**config.mk**
```make
export PLATFORM = sky130hd
export DESIGN_NAME = rgb_to_ycbcr_subsampler
export DESIGN_NICKNAME = d
export VERILOG_FILES = /design/src/rtl/core/rycs_pkg.sv /design/src/rtl/core/rgb_to_ycbcr_subsampler.sv
export SDC_FILE = /design/constraint.sdc
export NUM_CORES = 1
export LEC_CHECK = 0
export BUFFER_PORTS_ARGS = -buffer_cell sky130_fd_sc_hd__buf_2
export CAP_MARGIN = 20
export CORE_UTILIZATION = 45
export DETAILED_ROUTE_END_ITERATION = 10
export PLACE_DENSITY = 0.67
export RECOVER_POWER = 25
export SLEW_MARGIN = 20
export SYNTH_ARGS = -nofsm -noshare
export SYNTH_HDL_FRONTEND = slang
export SYNTH_SLANG_ARGS = --single-unit
```
**constraint.sdc**
```tcl
create_clock -name clk -period 8.87 [get_ports clk]
set_clock_uncertainty 0.2 [all_clocks]
set_input_delay 2.2175 -clock clk [delete_from_list [all_inputs] [get_ports clk]]
set_output_delay 2.2175 -clock clk [all_outputs]
set_load 0.05 [all_outputs]
```
**src/rtl/core/rycs_pkg.sv**
```systemverilog
// Package for the RGB to YCbCr subsampler: beat types, register map, coefficients.
package rycs_pkg;

  // Frame geometry
  localparam int MAX_DIM = 4096;
  localparam int DIM_W   = $clog2(MAX_DIM) + 1;
  localparam int POS_W   = $clog2(MAX_DIM);

  // Configuration port
  localparam int ADDR_W = 4;
  localparam int DATA_W = 32;
  localparam logic [ADDR_W-1:0] ADDR_SUBSAMPLE_MODE = 4'h0;
  localparam logic [ADDR_W-1:0] ADDR_FRAME_WIDTH    = 4'h4;
  localparam logic [ADDR_W-1:0] ADDR_FRAME_HEIGHT   = 4'h8;

  // Chroma sampling modes; the unused code behaves as 4:4:4
  localparam logic [1:0] MODE_420 = 2'd0;
  localparam logic [1:0] MODE_422 = 2'd1;
  localparam logic [1:0] MODE_444 = 2'd2;

  localparam logic [1:0]       MODE_RESET   = MODE_420;
  localparam logic [DIM_W-1:0] WIDTH_RESET  = DIM_W'(1024);
  localparam logic [DIM_W-1:0] HEIGHT_RESET = DIM_W'(500);

  // Fixed-point arithmetic: signed Q16 coefficients
  localparam int COEF_FRAC_BITS = 16;
  localparam int ACC_W = COEF_FRAC_BITS + 11;

  typedef logic signed [ACC_W-1:0] acc_t;

  localparam acc_t COEF_Y_R  = acc_t'(19595);
  localparam acc_t COEF_Y_G  = acc_t'(38470);
  localparam acc_t COEF_Y_B  = acc_t'(7471);
  localparam acc_t COEF_CB_R = acc_t'(11056);
  localparam acc_t COEF_CB_G = acc_t'(21712);
  localparam acc_t COEF_HALF = acc_t'(32768);
  localparam acc_t COEF_CR_G = acc_t'(27440);
  localparam acc_t COEF_CR_B = acc_t'(5328);
  localparam acc_t CHROMA_OFFSET = acc_t'(128 * (1 << COEF_FRAC_BITS));

  typedef struct packed {
    logic [7:0] red;
    logic [7:0] green;
    logic [7:0] blue;
  } pixel_t;

  typedef struct packed {
    logic [7:0]       luma;
    logic [7:0]       chroma_blue;
    logic [7:0]       chroma_red;
    logic             chroma_valid;
    logic [POS_W-1:0] pixel_column;
    logic [POS_W-1:0] pixel_row;
    logic             frame_end;
  } result_t;

  // Truncate a Q16 sum to a byte, clamping to 0..255
  function automatic logic [7:0] to_byte(input acc_t acc);
    logic [7:0] res;
    if (acc[ACC_W-1]) begin
      res = 8'd0;
    end else if (|acc[ACC_W-2:COEF_FRAC_BITS+8]) begin
      res = 8'hFF;
    end else begin
      res = acc[COEF_FRAC_BITS+7:COEF_FRAC_BITS];
    end
    return res;
  endfunction

endpackage

```
**src/rtl/core/rgb_to_ycbcr_subsampler.sv**
```systemverilog
// RGB to YCbCr converter with 4:2:0 / 4:2:2 / 4:4:4 chroma subsampling.
//
// One RGB pixel per beat in raster order in, one result beat out per pixel, with
// a sustained rate of one pixel per clock while result_stall is low: pixels are
// registered on entry, then luma and chroma are computed by constant multiply-adds
// (full-range BT.601 weights, Q16, truncated and clamped) into the result register.
// Column and row are tracked against frame_width and frame_height (0 acts as 1,
// values above 4096 act as 4096); chroma_valid marks sampling points, which take
// chroma from the top-left pixel of each group; a trailing odd column or row gets
// none where subsampled; chroma fields read 0 where chroma_valid is low. frame_end
// flags a frame's last pixel. Write the registers only while the block is idle.
module rgb_to_ycbcr_subsampler (
  input  logic                          clk,
  input  logic                          rst,
  // Pixel channel
  input  logic                          pixel_valid,
  output logic                          pixel_stall,
  input  rycs_pkg::pixel_t              pixel,
  // Result channel
  output logic                          result_valid,
  input  logic                          result_stall,
  output rycs_pkg::result_t             result,
  // Configuration port
  input  logic                          psel,
  input  logic                          penable,
  input  logic                          pwrite,
  input  logic [rycs_pkg::ADDR_W-1:0]   paddr,
  input  logic [rycs_pkg::DATA_W-1:0]   pwdata,
  output logic [rycs_pkg::DATA_W-1:0]   prdata,
  output logic                          pready
);

  // Configuration registers
  logic [1:0]                   subsample_mode;
  logic [rycs_pkg::DIM_W-1:0]   frame_width;
  logic [rycs_pkg::DIM_W-1:0]   frame_height;

  // Position of the next pixel
  logic [rycs_pkg::POS_W-1:0]   column_count;
  logic [rycs_pkg::POS_W-1:0]   row_count;

  // Input stage
  logic                         s1_valid;
  rycs_pkg::pixel_t             s1_pixel;
  logic [rycs_pkg::POS_W-1:0]   s1_column;
  logic [rycs_pkg::POS_W-1:0]   s1_row;
  logic                         s1_chroma;
  logic                         s1_frame_end;

  logic                         out_free;
  logic                         s1_advance;
  logic                         pixel_accept;
  logic                         cfg_write;

  logic [rycs_pkg::DIM_W-1:0]   width_eff;
  logic [rycs_pkg::DIM_W-1:0]   height_eff;
  logic [rycs_pkg::DIM_W-1:0]   column_inc;
  logic [rycs_pkg::DIM_W-1:0]   row_inc;
  logic                         line_last;
  logic                         last_row;
  logic                         column_ok;
  logic                         row_ok;
  logic                         chroma_sample;

  rycs_pkg::acc_t               red_ext;
  rycs_pkg::acc_t               green_ext;
  rycs_pkg::acc_t               blue_ext;
  rycs_pkg::acc_t               luma_sum;
  rycs_pkg::acc_t               cb_sum;
  rycs_pkg::acc_t               cr_sum;
  rycs_pkg::result_t            result_next;

  // Clamp a frame dimension to 1..MAX_DIM
  function automatic logic [rycs_pkg::DIM_W-1:0] clamp_dim(
    input logic [rycs_pkg::DIM_W-1:0] v
  );
    logic [rycs_pkg::DIM_W-1:0] res;
    if (v == '0) begin
      res = rycs_pkg::DIM_W'(1);
    end else if (v > rycs_pkg::DIM_W'(rycs_pkg::MAX_DIM)) begin
      res = rycs_pkg::DIM_W'(rycs_pkg::MAX_DIM);
    end else begin
      res = v;
    end
    return res;
  endfunction

  // Handshake: the result register frees when empty or taken
  assign out_free     = !result_valid || !result_stall;
  assign s1_advance   = s1_valid && out_free;
  assign pixel_stall  = s1_valid && !out_free;
  assign pixel_accept = pixel_valid && !pixel_stall;

  // Configuration writes and reads
  assign pready    = 1'b1;
  assign cfg_write = psel && penable && pwrite;

  always_ff @(posedge clk) begin
    if (rst) begin
      subsample_mode <= rycs_pkg::MODE_RESET;
      frame_width    <= rycs_pkg::WIDTH_RESET;
      frame_height   <= rycs_pkg::HEIGHT_RESET;
    end else if (cfg_write) begin
      unique case (paddr)
        rycs_pkg::ADDR_SUBSAMPLE_MODE: subsample_mode <= pwdata[1:0];
        rycs_pkg::ADDR_FRAME_WIDTH:    frame_width    <= pwdata[rycs_pkg::DIM_W-1:0];
        rycs_pkg::ADDR_FRAME_HEIGHT:   frame_height   <= pwdata[rycs_pkg::DIM_W-1:0];
        default: ;
      endcase
    end
  end

  always_comb begin
    unique case (paddr)
      rycs_pkg::ADDR_SUBSAMPLE_MODE: prdata = rycs_pkg::DATA_W'(subsample_mode);
      rycs_pkg::ADDR_FRAME_WIDTH:    prdata = rycs_pkg::DATA_W'(frame_width);
      rycs_pkg::ADDR_FRAME_HEIGHT:   prdata = rycs_pkg::DATA_W'(frame_height);
      default:                       prdata = '0;
    endcase
  end

  // Position decode for the pixel being accepted
  always_comb begin
    width_eff  = clamp_dim(frame_width);
    height_eff = clamp_dim(frame_height);
    column_inc = rycs_pkg::DIM_W'(column_count) + rycs_pkg::DIM_W'(1);
    row_inc    = rycs_pkg::DIM_W'(row_count) + rycs_pkg::DIM_W'(1);
    line_last  = column_inc >= width_eff;
    last_row   = row_inc >= height_eff;
    column_ok  = !column_count[0] && (column_inc < width_eff);
    row_ok     = !row_count[0] && (row_inc < height_eff);
    unique case (subsample_mode)
      rycs_pkg::MODE_420: chroma_sample = column_ok && row_ok;
      rycs_pkg::MODE_422: chroma_sample = column_ok;
      default:            chroma_sample = 1'b1;
    endcase
  end

  // Advance the raster counters on each accepted pixel
  always_ff @(posedge clk) begin
    if (rst) begin
      column_count <= '0;
      row_count    <= '0;
    end else if (pixel_accept) begin
      if (line_last) begin
        column_count <= '0;
        row_count    <= last_row ? '0 : row_inc[rycs_pkg::POS_W-1:0];
      end else begin
        column_count <= column_inc[rycs_pkg::POS_W-1:0];
      end
    end
  end

  // Input register: hold the pixel with its position and flags
  always_ff @(posedge clk) begin
    if (rst) begin
      s1_valid <= 1'b0;
    end else if (pixel_accept) begin
      s1_valid <= 1'b1;
    end else if (s1_advance) begin
      s1_valid <= 1'b0;
    end
  end

  always_ff @(posedge clk) begin
    if (pixel_accept) begin
      s1_pixel     <= pixel;
      s1_column    <= column_count;
      s1_row       <= row_count;
      s1_chroma    <= chroma_sample;
      s1_frame_end <= line_last && last_row;
    end
  end

  // Color conversion: constant multiply-adds in Q16
  always_comb begin
    red_ext   = rycs_pkg::acc_t'(s1_pixel.red);
    green_ext = rycs_pkg::acc_t'(s1_pixel.green);
    blue_ext  = rycs_pkg::acc_t'(s1_pixel.blue);
    luma_sum  = rycs_pkg::COEF_Y_R * red_ext + rycs_pkg::COEF_Y_G * green_ext
              + rycs_pkg::COEF_Y_B * blue_ext;
    cb_sum    = rycs_pkg::CHROMA_OFFSET - rycs_pkg::COEF_CB_R * red_ext
              - rycs_pkg::COEF_CB_G * green_ext + rycs_pkg::COEF_HALF * blue_ext;
    cr_sum    = rycs_pkg::CHROMA_OFFSET + rycs_pkg::COEF_HALF * red_ext
              - rycs_pkg::COEF_CR_G * green_ext - rycs_pkg::COEF_CR_B * blue_ext;

    result_next.luma         = rycs_pkg::to_byte(luma_sum);
    result_next.chroma_blue  = s1_chroma ? rycs_pkg::to_byte(cb_sum) : 8'd0;
    result_next.chroma_red   = s1_chroma ? rycs_pkg::to_byte(cr_sum) : 8'd0;
    result_next.chroma_valid = s1_chroma;
    result_next.pixel_column = s1_column;
    result_next.pixel_row    = s1_row;
    result_next.frame_end    = s1_frame_end;
  end

  // Result register: load when free, drop valid once taken
  always_ff @(posedge clk) begin
    if (rst) begin
      result_valid <= 1'b0;
    end else if (out_free) begin
      result_valid <= s1_valid;
    end
  end

  always_ff @(posedge clk) begin
    if (s1_advance) begin
      result <= result_next;
    end
  end

endmodule
```
==> impl_metrics.py <==
metrics = {
    "timing": {
        "setup_violations": 0,
        "worst_pin_slew_ns": 3.53,
        "max_freq_mhz": 123,
        "hold_violations": 0,
        "relSlewSlack_pct": -137,
        "fin_crit_ns": 8.14,
        "drv_slew": 78,
        "period_share_pct": 91.8,
        "tns_ns": 0,
        "rsz0062_at_grt": "false",
    },
    "drt": {
        "antenna_left": 0,
        "vias": 15000,
        "viasPerCell": 5.35,
        "firstDrtPassIters": 5,
        "drt_iter0_drc": 761,
        "wl_per_cell_um": 17.8,
        "drc_errors": 0,
        "wl_mm": 50.0,
    },
    "synth": {
        "synth_area_leader_cell": "ha_1",
        "syn_avg_cell_area_um2": 9.75,
        "syn_inst": 2071,
        "syn-cell-area_mm2": 0.0202,
        "synth_seq_cells": 154,
        "synthTopCellsByArea": "ha_1, fa_1, edfxtp_1",
        "ys_seq_area_share_pct": 20.2,
        "ys_types": 85,
        "yosysWarningCount": 0,
        "ys.flop_type": "edfxtp_1",
        "synth_top_area_share_pct": 24.4,
        "ys_top_cells_by_count": "ha_1, inv_1, fa_1, nand2_1, a21oi_1",
        "synth_edf_count": 100,
        "yosysMostFrequentCell": "ha_1",
        "async_flop_share_pct": 0,
    },
    "floorplan": {
        "num_io_pins": 152,
        "die_area_mm2": 0.0457,
        "dieWidth_um": 214,
        "fp-row-count": 77,
        "die_h_um": 214,
        "core_area_mm2": 0.0442,
        "initial_core_util_pct": 45.7,
    },
    "clock_network": {
        "cts_buffers": 17,
        "clkSlewWorstSetupHoldPaths_ns": 0.07,
        "cts_tree": "yes",
        "hold_buffers": 0,
        "cts_root_buf": "clkbuf_16",
        "htree_levels": 4,
        "clock-sinks": 154,
        "ctsResizeCount": 0,
        "worstSkewPairLatency_ns": 0.48,
        "cts_buffer_depth": 2,
        "postCtsSetupBuffers": 0,
    },
    "global_route": {
        "grt_pass1_wl_mm": 80.3,
        "grt_start_max_net_pins": 56,
        "grt.met2_usage_pct": 39.5,
        "grt_usage_pct": 23.0,
        "met3_usage_pct": 3.97,
        "met1_usage_pct": 28.5,
        "grt.busiest_layer": "met2",
        "grt_pass1_vias": 15400,
        "grt_antenna_before_repair": 2,
        "grt_overflow": 0,
    },
    "min_path": {
        "worstHoldPathCells": 0,
        "min_from": "s1_column[10]",
        "min_to": "result[23]",
        "min_path_type": "reg2reg",
    },
    "power": {
        "p_sw_mw": 4.41,
        "pwr-share-comb_pct": 79.3,
        "p_sw_share_pct": 50.3,
        "seqPwrFrac_pct": 12.0,
        "p_clk_share_pct": 8.7,
        "intPower_mw": 4.35,
        "power_mw": 8.77,
        "powerDensity_mw_per_mm2": 397,
        "p_leak_nw": 11.0,
        "vdd_drop_max_mv": 0.384,
    },
    "placement": {
        "dp_hpwl_mm": 41.7,
        "gp_congestion": 0.960,
        "port_buffers": 112,
    },
    "critical_path": {
        "path_class": "reg2reg",
        "rr_endpoint": "result[44]",
        "crit_fanout": 6,
        "cp-end-kind": "flip-flop",
        "critPathLaunchType": "flip-flop",
        "ff2ff_setup_slack_ns": 0.73,
        "timing.rr.start": "green_ext[5]",
        "rr_worst_depth": 27,
        "arrival_ns": 8.13,
        "crit_required_ns": 8.86,
    },
    "flow_run": {
        "drv_cap": 2,
    },
    "final_layout": {
        "area_growth_pct": 9.44,
        "drive_above_1_share_pct": 9.14,
        "nNetsFinal": 2848,
        "fillers": 4048,
    },
    "status": {
        "violations": "max-capacitance violations, max-slew violations",
        "status": "finished with violations",
    },
}
[layer usage]
layer / up-vias / part of all wire, %
met5: - / 0.018
met1: 7271 / 42
met2: 341 / 49
met4: 2 / 4.1
li1: 7292 / -
met3: 91 / 4.7
[cell type report]
class	instances	area (um2)	area share (%)
clock buffers	17	425	1.93
flip-flops and latches	154	4080	18.5
clock inverters	15	181	0.821
inverters	361	1360	6.13
repair buffers	136	733	3.32
multi-input cells	1527	14600	66.0
diodes	1	2.50	0.0113
well taps	592	741	3.35
[how the worst max path moves through the flow]
stage                      end  slack [ns]          from
floorplan           result[44]        1.49  green_ext[6]
global placement    result[47]        0.90  green_ext[5]
detailed placement  result[44]        0.79  green_ext[5]
CTS                 result[44]        0.76  green_ext[5]
global route        result[44]        0.22  green_ext[5]
finish              result[44]        0.73  green_ext[5]
[placed cells by master (no fill, tap or decap), types with 6 or more instances in the layout]
cell type	netlist	final
nand3_1	33	33
buf_4	20	24
nand2b_1	11	11
o21bai_1	13	13
nand2_1	129	129
clkbuf_16	0	17
nand3b_1	18	18
buf_2	0	106
inv_6	0	6
inv_1	361	360
and2_1	7	7
dfxtp_1	54	54
a31oi_1	8	8
a22o_1	11	11
nand4_1	14	14
xor2_1	58	58
nor3_1	46	46
o21a_1	33	33
nand4b_1	8	8
mux2i_1	8	8
o21ai_1	12	13
ha_1	394	394
xnor2_1	59	59
clkbuf_1	25	6
a21o_1	34	34
fa_1	190	190
conb_1	2	20
a21oi_1	120	120
and3_1	22	22
a211oi_1	19	19
o21ai_0	49	48
nor4_1	10	10
or3_1	12	12
nor2b_1	15	15
nor2_1	71	71
or2_2	12	12
edfxtp_1	100	100
[worst max-delay path, stage by stage, from the launching register on]
cell      delay [ns]
edfxtp_1        0.41
ha_1            0.44
inv_1           0.17
fa_1            0.52
fa_1            0.54
inv_1           0.04
ha_1            0.32
and3b_1         0.21
o21a_1          0.18
o21ai_1         0.18
a21oi_1         0.11
o21ai_1         0.25
nor2b_1         0.21
xnor2_1         0.20
fa_1            0.49
fa_1            0.51
inv_1           0.05
fa_1            0.46
fa_1            0.55
inv_1           0.06
ha_1            0.30
nor2b_1         0.16
nand4_1         0.09
o21ai_0         0.08
a21oi_1         0.29
o21ai_1         0.20
o41ai_2         0.52
o21ai_1         0.14
[power by group through the flow]
stage	combinational (mW)	clock [mW]	sequential [mW]
3_3_place_gp	6.74	0	1.06
3_5_place_dp	6.94	0	1.06
2_1_floorplan	5.18	0	1.28
4_1_cts	7.01	0.790	1.05
6_report	6.95	0.764	1.05
5_1_grt	7.91	0.811	1.06
[state kept, by name (all words and copies together) (netlist names), 12 cells and up]
signal        flops
column_count     12
frame_height     13
frame_width      13
result           50
row_count        12
s1_column        12
s1_row           12
[per-stage QoR]
stage	instance area, um2	std cells	hold WS (ns)	utilization, %	setup WS (ns)
after floorplan	20300	2089	0.200	-	1.49
after global placement	21500	2769	0.206	48.6	0.901
after CTS	22100	2802	0.220	50.0	0.758
final	22100	2803	0.219	50.0	0.726
after global routing	22100	2803	0.224	50.0	0.224
after detailed placement	21500	2770	0.205	48.6	0.794
[logic make-up after synthesis]
group           Yosys count  synth area share (%)
mux                       9                 0.452
flops                   154                  20.2
fa+ha+maj               584                  43.3
xor+xnor                118                  5.21
compound gates          359                  11.7
other cells               2                0.0372
buf+inv                 408                  7.96
simple gates            437                  11.2
(Power assumes the default switching activity.)
